## config.mk

```make
export PLATFORM = sky130hd
export DESIGN_NAME = depth_cluster_nearest_mean_unit_flat
export DESIGN_NICKNAME = d
export VERILOG_FILES = /design/src/sv/dcnm_pkg.sv /design/src/sv/dcnm_if.sv /design/src/sv/depth_cluster_nearest_mean_unit.sv /design/src/sv/dcnm_ram.sv /design/src/flat_wrapper.sv
export SDC_FILE = /design/constraint.sdc
export NUM_CORES = 2
export LEC_CHECK = 0
export BUFFER_PORTS_ARGS = -buffer_cell sky130_fd_sc_hd__buf_4
export CORE_MARGIN = 8
export CORE_UTILIZATION = 55
export CTS_CLUSTER_SIZE = 28
export DETAILED_ROUTE_END_ITERATION = 12
export PLACE_DENSITY = 0.71
export SLEW_MARGIN = 20
export SYNTH_ARGS = -nofsm -noshare
export SYNTH_HDL_FRONTEND = slang
export SYNTH_SLANG_ARGS = --single-unit
```

## constraint.sdc

```tcl
create_clock -name clk -period 7.7 [get_ports clk]
set_input_delay 0.77 -clock clk [delete_from_list [all_inputs] [get_ports clk]]
set_output_delay 0.77 -clock clk [all_outputs]
set_load 0.01 [all_outputs]
```

## src/sv/dcnm_pkg.sv

```systemverilog
// Package for the depth cluster nearest-mean unit.
// Holds field widths, register reset values and register indexes; no dependencies.
package dcnm_pkg;

	localparam int unsigned MAX_POINTS_DEF = 64;
	localparam int unsigned DEPTH_W        = 32;
	localparam int unsigned MINPTS_W       = 6;
	localparam int unsigned APB_ADDR_W     = 3;
	localparam int unsigned APB_DATA_W     = 32;

	localparam logic [DEPTH_W-1:0]  RADIUS_RST = 32'd6554;
	localparam logic [MINPTS_W-1:0] MINPTS_RST = 6'd3;

	// Register index, taken from paddr bit 2.
	typedef enum logic {
		REG_RADIUS = 1'b0,
		REG_MINPTS = 1'b1
	} reg_idx_t;

endpackage

```

## src/sv/dcnm_if.sv

```systemverilog
// Valid/ready channel interfaces for samples in and results out.
// Depends on dcnm_pkg for field widths.
interface dcnm_in_if import dcnm_pkg::*; ();
	logic               valid;
	logic               ready;
	logic [DEPTH_W-1:0] depth_sample;
	logic               last_point;
	modport source(output valid, depth_sample, last_point, input ready);
	modport sink(input valid, depth_sample, last_point, output ready);
endinterface

interface dcnm_out_if import dcnm_pkg::*; ();
	logic               valid;
	logic               ready;
	logic [DEPTH_W-1:0] nearest_mean;
	logic               cluster_found;
	modport source(output valid, nearest_mean, cluster_found, input ready);
	modport sink(input valid, nearest_mean, cluster_found, output ready);
endinterface

```

## src/sv/depth_cluster_nearest_mean_unit.sv

```systemverilog
// Depth cluster nearest-mean unit: loads depth samples, then runs 1-D DBSCAN.
// Loading takes one sample per cycle while idle. After the last sample, neighbour
// counting and the expansion of each core point share one distance compare unit,
// with a seek step per point; each cluster mean comes from a serial divider.
// Input is not ready again until the result is registered. Reset (arst_n,
// asynchronous) restores the register defaults.
module depth_cluster_nearest_mean_unit import dcnm_pkg::*; #(
	parameter int unsigned MAX_POINTS = MAX_POINTS_DEF
) (
	input  logic                  clk,
	input  logic                  arst_n,
	dcnm_in_if.sink               samples,
	dcnm_out_if.source            result,
	input  logic                  psel,
	input  logic                  penable,
	input  logic                  pwrite,
	input  logic [APB_ADDR_W-1:0] paddr,
	input  logic [APB_DATA_W-1:0] pwdata,
	output logic [APB_DATA_W-1:0] prdata,
	output logic                  pready
);
	localparam int unsigned IW  = $clog2(MAX_POINTS);
	localparam int unsigned TW  = $clog2(MAX_POINTS + 1);
	localparam int unsigned SW  = DEPTH_W + IW;
	localparam int unsigned DCW = $clog2(SW + 1);
	localparam int unsigned CW  = (TW > MINPTS_W) ? TW : MINPTS_W;

	typedef enum logic [10:0] {
		ST_IDLE     = 11'b00000000001,
		ST_CNT_LD   = 11'b00000000010,
		ST_CNT_HOLD = 11'b00000000100,
		ST_CNT      = 11'b00000001000,
		ST_SEEK     = 11'b00000010000,
		ST_POP      = 11'b00000100000,
		ST_PADDR    = 11'b00001000000,
		ST_PHOLD    = 11'b00010000000,
		ST_EXP      = 11'b00100000000,
		ST_DIV      = 11'b01000000000,
		ST_OUT      = 11'b10000000000
	} state_t;

	state_t state_q;

	logic [DEPTH_W-1:0]  radius_q;
	logic [MINPTS_W-1:0] minpts_q;
	logic [TW-1:0]       total_q, n_q, j_q, cnt_q, head_q, tail_q, size_q;
	logic [IW-1:0]       i_q, jd_s1;
	logic                vld_s1;
	logic [DEPTH_W-1:0]  base_q, best_q;
	logic                found_q;
	logic [SW-1:0]       sum_q;
	logic [TW-1:0]       rem_q;
	logic [DCW-1:0]      dcnt_q;
	logic [MAX_POINTS-1:0] core_q, visited_q;
	logic [DEPTH_W-1:0]  res_mean_q;
	logic                res_found_q, res_valid_q;

	// APB configuration port.
	logic cfg_wr;
	reg_idx_t cfg_idx;
	assign pready  = 1'b1;
	assign cfg_idx = reg_idx_t'(paddr[2]);
	assign cfg_wr  = psel && penable && pwrite && pready;
	assign prdata  = (cfg_idx == REG_MINPTS) ? APB_DATA_W'(minpts_q) : APB_DATA_W'(radius_q);

	always_ff @(posedge clk or negedge arst_n) begin
		if (!arst_n) begin
			radius_q <= RADIUS_RST;
			minpts_q <= MINPTS_RST;
		end else if (cfg_wr) begin
			case (cfg_idx)
				REG_RADIUS: radius_q <= pwdata[DEPTH_W-1:0];
				REG_MINPTS: minpts_q <= pwdata[MINPTS_W-1:0];
				default: ;
			endcase
		end
	end

	// Sample and queue memories.
	logic               in_xfer, dep_we, q_we;
	logic [IW-1:0]      dep_raddr, q_waddr, q_wdata, q_rdata;
	logic [DEPTH_W-1:0] dep_rdata;

	assign samples.ready = (state_q == ST_IDLE);
	assign in_xfer = samples.valid && samples.ready;
	assign dep_we  = in_xfer && (total_q < TW'(MAX_POINTS));

	dcnm_ram #(.WIDTH(DEPTH_W), .DEPTH(MAX_POINTS)) u_depth_ram (
		.clk(clk), .we(dep_we), .waddr(total_q[IW-1:0]), .wdata(samples.depth_sample),
		.raddr(dep_raddr), .rdata(dep_rdata)
	);

	dcnm_ram #(.WIDTH(IW), .DEPTH(MAX_POINTS)) u_queue_ram (
		.clk(clk), .we(q_we), .waddr(q_waddr), .wdata(q_wdata),
		.raddr(head_q[IW-1:0]), .rdata(q_rdata)
	);

	always_comb begin
		case (state_q)
			ST_CNT_LD:   dep_raddr = i_q;
			ST_PADDR:    dep_raddr = q_rdata;
			ST_CNT_HOLD,
			ST_PHOLD,
			ST_CNT,
			ST_EXP:      dep_raddr = j_q[IW-1:0];
			default:     dep_raddr = i_q;
		endcase
	end

	// Shared distance compare unit.
	logic [DEPTH_W-1:0] abs_diff;
	logic near;
	assign abs_diff = (base_q > dep_rdata) ? (base_q - dep_rdata) : (dep_rdata - base_q);
	assign near = abs_diff < radius_q;

	logic last_j, last_i, issue, cnt_hit, push;
	logic [TW-1:0] cnt_nx, tail_nx;
	assign last_j  = vld_s1 && (TW'(jd_s1) == n_q - 1'b1);
	assign last_i  = (TW'(i_q) == n_q - 1'b1);
	assign issue   = (j_q < n_q);
	assign cnt_hit = vld_s1 && near && (jd_s1 != i_q);
	assign cnt_nx  = cnt_q + TW'(cnt_hit);
	assign push    = (state_q == ST_EXP) && vld_s1 && core_q[jd_s1] && !visited_q[jd_s1] && near;
	assign tail_nx = tail_q + TW'(push);

	always_comb begin
		q_we    = 1'b0;
		q_waddr = tail_q[IW-1:0];
		q_wdata = jd_s1;
		if (state_q == ST_SEEK) begin
			q_we    = core_q[i_q] && !visited_q[i_q];
			q_waddr = '0;
			q_wdata = i_q;
		end else if (push) begin
			q_we = 1'b1;
		end
	end

	// One restoring division step per cycle.
	logic [TW:0]    trial;
	logic           qbit;
	logic [SW-1:0]  sum_sh;
	assign trial  = {rem_q, sum_q[SW-1]};
	assign qbit   = (trial >= {1'b0, size_q});
	assign sum_sh = {sum_q[SW-2:0], qbit};

	always_ff @(posedge clk or negedge arst_n) begin
		if (!arst_n) begin
			state_q     <= ST_IDLE;
			total_q     <= '0;
			n_q         <= '0;
			i_q         <= '0;
			j_q         <= '0;
			jd_s1       <= '0;
			vld_s1      <= 1'b0;
			cnt_q       <= '0;
			base_q      <= '0;
			sum_q       <= '0;
			size_q      <= '0;
			rem_q       <= '0;
			core_q      <= '0;
			visited_q   <= '0;
			found_q     <= 1'b0;
			best_q      <= '1;
			res_valid_q <= 1'b0;
			head_q      <= '0;
			tail_q      <= '0;
			dcnt_q      <= '0;
		end else begin
			if (result.ready && state_q != ST_OUT) begin
				res_valid_q <= 1'b0;
			end
			if (state_q == ST_CNT_HOLD || state_q == ST_PHOLD || state_q == ST_CNT
					|| state_q == ST_EXP) begin
				vld_s1 <= issue;
				jd_s1  <= j_q[IW-1:0];
				if (issue) begin
					j_q <= j_q + 1'b1;
				end
			end
			case (state_q)
				ST_IDLE: begin
					if (in_xfer) begin
						if (samples.last_point) begin
							n_q       <= dep_we ? total_q + 1'b1 : total_q;
							total_q   <= '0;
							i_q       <= '0;
							visited_q <= '0;
							found_q   <= 1'b0;
							best_q    <= '1;
							state_q   <= ST_CNT_LD;
						end else if (dep_we) begin
							total_q <= total_q + 1'b1;
						end
					end
				end
				ST_CNT_LD: begin
					cnt_q   <= '0;
					j_q     <= '0;
					state_q <= ST_CNT_HOLD;
				end
				ST_CNT_HOLD: begin
					base_q  <= dep_rdata;
					state_q <= ST_CNT;
				end
				ST_CNT: begin
					cnt_q <= cnt_nx;
					if (last_j) begin
						core_q[i_q] <= (CW'(cnt_nx) >= CW'(minpts_q));
						if (last_i) begin
							i_q     <= '0;
							state_q <= ST_SEEK;
						end else begin
							i_q     <= i_q + 1'b1;
							state_q <= ST_CNT_LD;
						end
					end
				end
				ST_SEEK: begin
					if (core_q[i_q] && !visited_q[i_q]) begin
						visited_q[i_q] <= 1'b1;
						head_q  <= '0;
						tail_q  <= TW'(1);
						sum_q   <= '0;
						size_q  <= '0;
						state_q <= ST_POP;
					end else if (last_i) begin
						state_q <= ST_OUT;
					end else begin
						i_q <= i_q + 1'b1;
					end
				end
				ST_POP: begin
					head_q  <= head_q + 1'b1;
					state_q <= ST_PADDR;
				end
				ST_PADDR: begin
					j_q     <= '0;
					state_q <= ST_PHOLD;
				end
				ST_PHOLD: begin
					base_q  <= dep_rdata;
					sum_q   <= sum_q + SW'(dep_rdata);
					size_q  <= size_q + 1'b1;
					state_q <= ST_EXP;
				end
				ST_EXP: begin
					if (push) begin
						visited_q[jd_s1] <= 1'b1;
					end
					tail_q <= tail_nx;
					if (last_j) begin
						if (head_q == tail_nx) begin
							rem_q   <= '0;
							dcnt_q  <= DCW'(SW);
							state_q <= ST_DIV;
						end else begin
							state_q <= ST_POP;
						end
					end
				end
				ST_DIV: begin
					rem_q  <= qbit ? TW'(trial - {1'b0, size_q}) : trial[TW-1:0];
					sum_q  <= sum_sh;
					dcnt_q <= dcnt_q - 1'b1;
					if (dcnt_q == DCW'(1)) begin
						// Earliest cluster wins ties, so only a strictly smaller mean replaces.
						if (!found_q || (sum_sh[DEPTH_W-1:0] < best_q)) begin
							best_q  <= sum_sh[DEPTH_W-1:0];
							found_q <= 1'b1;
						end
						if (last_i) begin
							state_q <= ST_OUT;
						end else begin
							i_q     <= i_q + 1'b1;
							state_q <= ST_SEEK;
						end
					end
				end
				ST_OUT: begin
					if (!res_valid_q || result.ready) begin
						res_valid_q <= 1'b1;
						state_q     <= ST_IDLE;
					end
				end
				default: state_q <= ST_IDLE;
			endcase
		end
	end

	always_ff @(posedge clk) begin
		if (state_q == ST_OUT && (!res_valid_q || result.ready)) begin
			res_mean_q  <= found_q ? best_q : '0;
			res_found_q <= found_q;
		end
	end

	assign result.valid         = res_valid_q;
	assign result.nearest_mean  = res_mean_q;
	assign result.cluster_found = res_found_q;

`ifndef SYNTHESIS
	a_visited_core: assert property (@(posedge clk) disable iff (!arst_n)
		(visited_q & ~core_q) == '0)
		else $error("visited point is not a core point");
	a_queue_order: assert property (@(posedge clk) disable iff (!arst_n)
		head_q <= tail_q && tail_q <= TW'(MAX_POINTS))
		else $error("expansion queue pointers out of order");
	a_no_cluster_zero: assert property (@(posedge clk) disable iff (!arst_n)
		(result.valid && !result.cluster_found) |-> (result.nearest_mean == '0))
		else $error("mean must be zero when no cluster exists");
	a_div_len: assert property (@(posedge clk) disable iff (!arst_n)
		(state_q == ST_DIV) |-> (dcnt_q != '0))
		else $error("divider step count underflow");
`endif
endmodule

```

## src/sv/dcnm_ram.sv

```systemverilog
// Generic single-write, single-read RAM with registered read data.
// No dependencies.
module dcnm_ram #(
	parameter int unsigned WIDTH = 32,
	parameter int unsigned DEPTH = 64
) (
	input  logic                     clk,
	input  logic                     we,
	input  logic [$clog2(DEPTH)-1:0] waddr,
	input  logic [WIDTH-1:0]         wdata,
	input  logic [$clog2(DEPTH)-1:0] raddr,
	output logic [WIDTH-1:0]         rdata
);
	logic [WIDTH-1:0] mem [DEPTH];

	always_ff @(posedge clk) begin
		if (we) begin
			mem[waddr] <= wdata;
		end
		rdata <= mem[raddr];
	end
endmodule

```

## src/flat_wrapper.sv

```systemverilog
// flat-port wrapper written by rule: the top's interface ports become plain ports
module depth_cluster_nearest_mean_unit_flat import dcnm_pkg::*;
#(
	parameter int unsigned MAX_POINTS = MAX_POINTS_DEF
)
  (clk, arst_n, psel, penable, pwrite, paddr, pwdata, prdata, pready, samples_valid, samples_depth_sample, samples_last_point, samples_ready, result_valid, result_nearest_mean, result_cluster_found, result_ready);
  dcnm_in_if samples_i ();
  dcnm_out_if result_i ();
  input  logic clk;
  input  logic arst_n;
  input  logic psel;
  input  logic penable;
  input  logic pwrite;
  input  logic [APB_ADDR_W-1:0] paddr;
  input  logic [APB_DATA_W-1:0] pwdata;
  output logic [APB_DATA_W-1:0] prdata;
  output logic pready;
  input wire logic [$bits(samples_i.valid)-1:0] samples_valid;
  input wire logic [$bits(samples_i.depth_sample)-1:0] samples_depth_sample;
  input wire logic [$bits(samples_i.last_point)-1:0] samples_last_point;
  output wire logic [$bits(samples_i.ready)-1:0] samples_ready;
  output wire logic [$bits(result_i.valid)-1:0] result_valid;
  output wire logic [$bits(result_i.nearest_mean)-1:0] result_nearest_mean;
  output wire logic [$bits(result_i.cluster_found)-1:0] result_cluster_found;
  input wire logic [$bits(result_i.ready)-1:0] result_ready;
  assign samples_i.valid = samples_valid;
  assign samples_i.depth_sample = samples_depth_sample;
  assign samples_i.last_point = samples_last_point;
  assign samples_ready = samples_i.ready;
  assign result_valid = result_i.valid;
  assign result_nearest_mean = result_i.nearest_mean;
  assign result_cluster_found = result_i.cluster_found;
  assign result_i.ready = result_ready;
  depth_cluster_nearest_mean_unit #(.MAX_POINTS(MAX_POINTS)) u_core (.clk(clk), .arst_n(arst_n), .samples(samples_i), .result(result_i), .psel(psel), .penable(penable), .pwrite(pwrite), .paddr(paddr), .pwdata(pwdata), .prdata(prdata), .pready(pready));
endmodule
```

=== Yosys cells after proc, flatten, opt, wreduce, memory -nomap -nowiden ===
Memory sizes are Yosys's and may differ from the RTL's. A register that Yosys moved wholly into a read port is not among the register bits.
Index checks and enable logic that the tools add are counted.

* Flip-flop bits (word level): 389
* RAM bits: 2,432
* Input bits: 75
* Output and inout port bits: 68
* Word-level logic and storage cells: 218
* Memories kept: 2

{| class="wikitable"
|+ Memory list
! memory !! depth !! bits a word !! read ports !! clocked after memory_dff !! wr ports !! line !! RTL
|-
| u_core.u_depth_ram.mem || 64 || 32 || 1 || 1 || 1 || dcnm_ram.sv:14 || <nowiki>logic [WIDTH-1:0] mem [DEPTH];</nowiki>
|-
| u_core.u_queue_ram.mem || 64 || 6 || 1 || 1 || 1 || dcnm_ram.sv:14 ||
|}

* Add/sub/neg operators: 13
* Magnitude comparators: 11
* Equal/unequal tests: 29
* Multiplexer cells: 82
* Bitwise operators: 3
* Reductions and logical operators: 54

{| class="wikitable"
|+ Operators by type and width
! kind !! count
|-
| $mux 64 || 4
|-
| $mux 32 || 6
|-
| $pmux 64 s3 || 1
|-
| $or 64x64->64 || 2
|-
| $pmux 11 s11 || 1
|-
| $pmux 38 s3 || 1
|-
| $mux 11 || 9
|-
| $mux 7 || 10
|-
| $pmux 7 s2 || 5
|-
| $mux 6 || 11
|-
| $bwmux 64 || 1
|-
| $lt 32x32->1 || 2
|-
| $pmux 32 s2 || 1
|-
| $sub 32x32->32 || 2
|-
| $add 38x32->38 || 1
|-
| $mux 38 || 1
|-
| $gt 32x32->1 || 1
|-
| $add 7x1->7 const B || 4
|-
| $bmux 1 s6 || 4
|-
| $pmux 6 s2 || 2
|-
| $pmux 6 s4 || 1
|-
| $mux 1 || 19
|-
| $reduce_and 2->1 || 9
|-
| $logic_and 1x1->1 || 16
|-
| 46 further kinds || 78
|}

=== Longest topological paths before layout ===
* Depth in word-level cells: 10
* Mapped depth: 35
* Mapped depth without buffers: 33

=== Hierarchy ===
A second synthesis with hierarchy kept.

* Cells, all modules: 7,350
* Area total of the unflattened synthesis: 121,157.4 um2

{| class="wikitable"
|+ Modules (own cells, without submodules)
! module !! times used !! cells an instance !! area an instance (um2) !! seq. area each (um2)
|-
| dcnm_ram at u_core.u_depth_ram || 1 || 3,572 || 78,890.7 || 62,139.6
|-
| depth_cluster_nearest_mean_unit || 1 || 3,058 || 27,040.9 || 9,952.0
|-
| dcnm_ram at u_core.u_queue_ram || 1 || 720 || 15,225.9 || 11,651.2
|}

=== Worst setup path before layout ===
Ideal clock, no wire load.

* Path kind: register -> register
* Start point: register u_core.u_depth_ram.rdata[1] (read register of u_core.u_depth_ram.mem)
* End point: register u_core.core_q[24]
* Setup time: 0.134 ns
* Arrival: 6.592 ns
* Data required time: 7.566 ns
* Setup slack: 0.974 ns
* Cell stages (with the launch flop): 31
* Buffers on the path: 1
* Clock period less this slack: 6.726 ns
* Path through: dfxtp_1 > inv_1 > fa_1 > a21oi_1 > o22ai_1 > o21a_1 > a2111oi_2 > nor2_1 > a2111oi_0 > o311ai_1 > nand2b_1 > xor2_1 > ha_1 > a21o_1 > a21o_1 > a211oi_1 > o21ai_0 > a21oi_1 > o21ai_0 > a31oi_1 > ha_1 > ha_1 > ha_1 > a21o_1 > a21oi_1 > nor2b_1 > o21ai_0 > nand2b_1 > a211oi_1 > clkbuf_1 > o31ai_1

* Word-level cells in the longest chain between the ends: 8
* Elaborated cells on any way between the ends: 10
* Those cells by class: add/sub (3); order compare (3); mux (2); reduce/logical (2)

{| class="wikitable"
|+ Ends and longest elaborated chain
! item !! line !! RTL
|-
| start: declaration || dcnm_ram.sv:12 || <nowiki>output logic [WIDTH-1:0] rdata</nowiki>
|-
| $sub 32x32->32 or $gt 32x32->1 (tied branches) || depth_cluster_nearest_mean_unit.sv:113 || <nowiki>assign abs_diff = (base_q > dep_rdata) ? (base_q - dep_rdata) : (dep_rdata - base_q);</nowiki>
|-
| $mux 32 (*) || depth_cluster_nearest_mean_unit.sv:113 ||
|-
| $lt 32x32->1 (*) || depth_cluster_nearest_mean_unit.sv:114 || <nowiki>assign near = abs_diff < radius_q;</nowiki>
|-
| $logic_and 1x1->1 (*) (2 in series) || depth_cluster_nearest_mean_unit.sv:121 || <nowiki>assign cnt_hit = vld_s1 && near && (jd_s1 != i_q);</nowiki>
|-
| $add 7x1->7 (*) || depth_cluster_nearest_mean_unit.sv:122 || <nowiki>assign cnt_nx = cnt_q + TW'(cnt_hit);</nowiki>
|-
| $ge 7x6->1 (*) || depth_cluster_nearest_mean_unit.sv:209 || <nowiki>core_q[i_q] <= (CW'(cnt_nx) >= CW'(minpts_q));</nowiki>
|-
| $bwmux 64 (*) || depth_cluster_nearest_mean_unit.sv:209 ||
|-
| end signal: indexed assignment || depth_cluster_nearest_mean_unit.sv:209 ||
|-
| end: declaration || depth_cluster_nearest_mean_unit.sv:54 || <nowiki>logic [MAX_POINTS-1:0] core_q, visited_q;</nowiki>
|}

Mark *: on every way between the ends. The rest lies on a longest branch, timed or not.
A chain may end at the register's enable or synchronous reset.

=== Final worst setup path ===
* Start point: register u_core.base_q[0]
* End point: register u_core.rem_q[2]

* Word-level cells in the longest chain between the ends: 8
* Elaborated cells on any way between the ends: 10
* Those cells by class: add/sub (3); order compare (2); eq/ne (2); mux (1); reduce/logical (2)

{| class="wikitable"
|+ Ends and longest elaborated chain
! item !! line !! RTL
|-
| start: declaration || depth_cluster_nearest_mean_unit.sv:49 || <nowiki>logic [DEPTH_W-1:0] base_q, best_q;</nowiki>
|-
| start signal: assignment || depth_cluster_nearest_mean_unit.sv:203 || <nowiki>base_q <= dep_rdata;</nowiki>
|-
| start signal: assignment || depth_cluster_nearest_mean_unit.sv:242 || <nowiki>base_q <= dep_rdata;</nowiki>
|-
| $sub 32x32->32 or $gt 32x32->1 (tied branches) || depth_cluster_nearest_mean_unit.sv:113 ||
|-
| $mux 32 (*) || depth_cluster_nearest_mean_unit.sv:113 ||
|-
| $lt 32x32->1 (*) || depth_cluster_nearest_mean_unit.sv:114 ||
|-
| $logic_and 1x1->1 (*) || depth_cluster_nearest_mean_unit.sv:123 || <nowiki>assign push = (state_q == ST_EXP) && vld_s1 && core_q[jd_s1] && !visited_q[jd_s1] && near;</nowiki>
|-
| $add 7x1->7 (*) || depth_cluster_nearest_mean_unit.sv:124 || <nowiki>assign tail_nx = tail_q + TW'(push);</nowiki>
|-
| $eq 7x7->1 (*) || depth_cluster_nearest_mean_unit.sv:253 || <nowiki>if (head_q == tail_nx) begin</nowiki>
|-
| $ne 2x2->1 (no line) (*) || - ||
|-
| $reduce_and 3->1 (no line) (*) || - ||
|-
| end signal: assignment || depth_cluster_nearest_mean_unit.sv:263 || <nowiki>rem_q <= qbit ? TW'(trial - {1'b0, size_q}) : trial[TW-1:0];</nowiki>
|-
| end: declaration || depth_cluster_nearest_mean_unit.sv:52 || <nowiki>logic [TW-1:0] rem_q;</nowiki>
|}

Marked as above.

==> metrics.yaml <==
fp-row-count: 173
setup.worst_path.start_class: "register"
grt_pass1_vias: 78500
ys_async_sr_fraction_pct: 12.5
cp_max_fo: 12
internal-power_mw: 27.8
hold_start: "result_ready"
synth_top_area_share_pct: 60.6
swShare_pct: 26.8
synth_fp_nets: 9613
r2r_slack_ps: 420
p_leak_nw: 47.2
clk_pin_slew_ps: 60
dieArea_um2: 237000
setup_viol: 0
dr.first_iter.drc_count: 11400
synth_top_area_cell: "edfxtp_1"
r2r_cells: 34
port_buffers: 139
rr_endpoint: "u_core.rem_q[2]"
drive_gt1_share_pct: 13.1
cts_buffer_depth: 4
synth_edf_count: 2465
finalHoldViolCount: 0
ys_seq_area_share_pct: 68.6
hold_class: "in2reg"
start_util_pct: 55.1
fillers: 16200
worstSetupPathType: "reg2reg"
p_per_area_nw_per_um2: 277
dr.pass1.iters: 8
die_h_um: 487
whs_ps: 68.5
peakVddDrop_uv: 188
required_ps: 8460
clock_power_share_pct: 37.9
cpPeakStageDelay_ps: 410
grt-ovfl-total: 0
grt_usage_pct: 28.8
cts.sinks: 2859
ys_top_cells_by_area: "edfxtp_1 (61%), dfrtp_1 (6.4%), nand2_1 (6.0%)"
design.core.area_um2: 221000
area_growth_syn_to_layout_pct: 12.3
drc: 0
cp_slowest_cell: "a2111oi_4"
cts_root_buf: "clkbuf_16"
nets: 9751
synth_cell_types: 98
worst_path_most_repeated_cell: "ha_1"
die_w_um: 487
whs_path_depth: 2
synthCells: 9346
yosysMostFrequentCell: "edfxtp_1"
end_kind: "register"
grt_start_max_net_pins: 154
finalCritPeriodShare_pct: 94.5
clock_skew_ps: 96.9
ys_ff_latch: 2859
max_cap_violations: 0
dp_hpwl_mm: 214
vias: 81700
drv_slew: 0
place.gp.congestion: 0.927
synth_ff_type: "edfxtp_1"
p_sw_mw: 10.2
htree_num_levels: 5
cts_tree: "done"
min_to: "u_core.result.valid"
fmax_mhz: 137
status: "finished clean"
wl_mm: 353
mappedNetlistArea_um2: 122000
yosys_warnings: 0
relSlewSlack_pct: 17.9
postRouteAntennaNets: 0
wire_per_inst_um: 27.8
numCtsBuffers: 306
clk_latency_ps: 970
antenna_found_initial: 22
arrival_ps: 8040
grt_pass1_wl_mm: 515
pwr-share-comb_pct: 16.1
setup_tns_ps: 0
viasPerCell: 6.44
power_frac_seq_pct: 46.0
yosys-top-cells-count: "edfxtp_1 (2465), nand2_1 (1954), nand3_1 (547)"
r2r_start: "u_core.base_q[0]"
rsz0062_at_grt: "no"
period_needed_ps: 7280
pin_count: 143
worst-slew-pin-transition_ps: 1210
syn_avg_cell_area_um2: 13.1
## power by group through the flow
| stage | logic (mW) | registers, mW | clock network [mW] |
|---|---|---|---|
| 2_1_floorplan | 3.75 | 17.7 | 0 |
| 6_report | 6.14 | 17.5 | 14.4 |
| 5_1_grt | 6.64 | 17.5 | 15.1 |
| 3_5_place_dp | 5.90 | 17.8 | 0 |
| 4_1_cts | 5.94 | 17.5 | 14.5 |
| 3_3_place_gp | 5.84 | 17.8 | 0 |
## sequential cells by signal, indices dropped and copies added, names as in the netlist, 11 cells and up
name and count:
u_core.u_depth_ram.mem 2048, u_core.u_queue_ram.mem 384, u_core.core_q 64, u_core.visited_q 64, u_core.sum_q 38, u_core.base_q 32, u_core.best_q 32, u_core.radius_q 32
u_core.result.nearest_mean 32, u_core.u_depth_ram.rdata 32, u_core.state_q 11
## how the worst max path moves through the flow
stage / from / end / slack [ps] / depth (start not counted)
CTS: u_core.base_q[0] / u_core.rem_q[2] / 70 / 31
global placement: u_core.base_q[0] / u_core.rem_q[5] / 40 / 34
floorplan: u_core.u_depth_ram.rdata[1] / u_core.core_q[24] / 970 / 30
detailed placement: u_core.base_q[0] / u_core.rem_q[6] / 20 / 31
finish: u_core.base_q[0] / u_core.rem_q[2] / 420 / 34
global route: u_core.base_q[0] / u_core.rem_q[0] / 20 / 35
## metrics by stage
step                setup WS [ps]  power (mW)  util (%)  instance area (um2)  instances
floorplan                     974        21.5         -               122000       9346
global placement             37.8        23.6      57.4               127000      12100
detailed placement           23.6        23.7      57.4               127000      12100
CTS                          68.9        37.9      61.8               137000      12700
global route                 24.3        39.2      61.9               137000      12700
finish                        421        38.0      61.9               137000      12700
## critical path, delay by kind of cell (launching register included)
kind,cells,cell delay [ps]
buf+inv,5,750
compound gates,13,2650
flops,1,380
fa+ha+maj,5,1270
simple gates,8,1570
xor+xnor,3,470
## cell usage in the layout, fill, tap and decap left out, types with 33 or more instances in the layout
master,synthesis,final
a21o_1,59,59
a21oi_1,354,353
a221oi_1,56,55
a22o_1,34,34
a22oi_1,101,101
a31oi_1,196,196
a32oi_1,99,99
and2_1,50,49
and3_1,53,53
buf_4,44,368
clkbuf_1,262,61
clkbuf_16,0,313
clkinv_1,2,49
clkinv_2,0,43
dfrtp_1,314,307
dfstp_2,42,42
dfxtp_1,38,38
edfxtp_1,2465,2465
ha_1,188,187
inv_1,184,184
mux2_2,94,94
mux2i_1,199,198
mux4_2,146,146
nand2_1,1954,1948
nand2b_1,33,33
nand3_1,547,544
nand4_1,121,121
nor2_1,356,283
nor2_4,1,71
nor2b_1,34,34
nor3_1,97,91
o211ai_1,81,81
o21ai_0,317,308
o22ai_1,62,62
o31ai_1,76,75
xnor2_1,70,70
xor2_1,55,55
## routing by layer
layer	GRT usage (%)	part of all wire [%]	up-vias
met2	44.7	46	5099
met5	0	0.019	-
met4	11.7	4.4	10
met1	39.7	38	40600
li1	-	-	35200
met3	6.56	12	791
## logic make-up after synthesis
kind of cell	Yosys count	share of synthesized area, %
other	1	0.00307
xor gates and xnor gates	125	0.897
and+or+nand+nor	3366	12.0
adders and majority gates	192	1.99
DFF	2859	68.6
AOI/OAI and AO/OA	1609	8.59
muxes	439	5.19
buffers and inverters	755	2.70
## final cells by class
type | count | area, um2 | area share [%]
Timing Repair Buffer | 399 | 3380 | 2.46
Clock buffer | 390 | 8270 | 6.03
Sequential cell | 2859 | 83800 | 61.1
Multi-Input combinational cell | 5732 | 35900 | 26.2
Inverter | 186 | 698 | 0.509
Tap cell | 2975 | 3720 | 2.71
Clock inverter | 137 | 1410 | 1.03
Antenna cell | 12 | 30.0 | 0.0219
## timing repair
action	4_1_cts	5_1_grt
endpoints found under the setup margin	8	98
pin swaps	0	5
buffers inserted	0	4
gates resized for setup	1	19
endpoints found under the hold margin	81	0
hold buffers	1	0
gates cloned	0	1
Power figures use the tool's default switching activity.
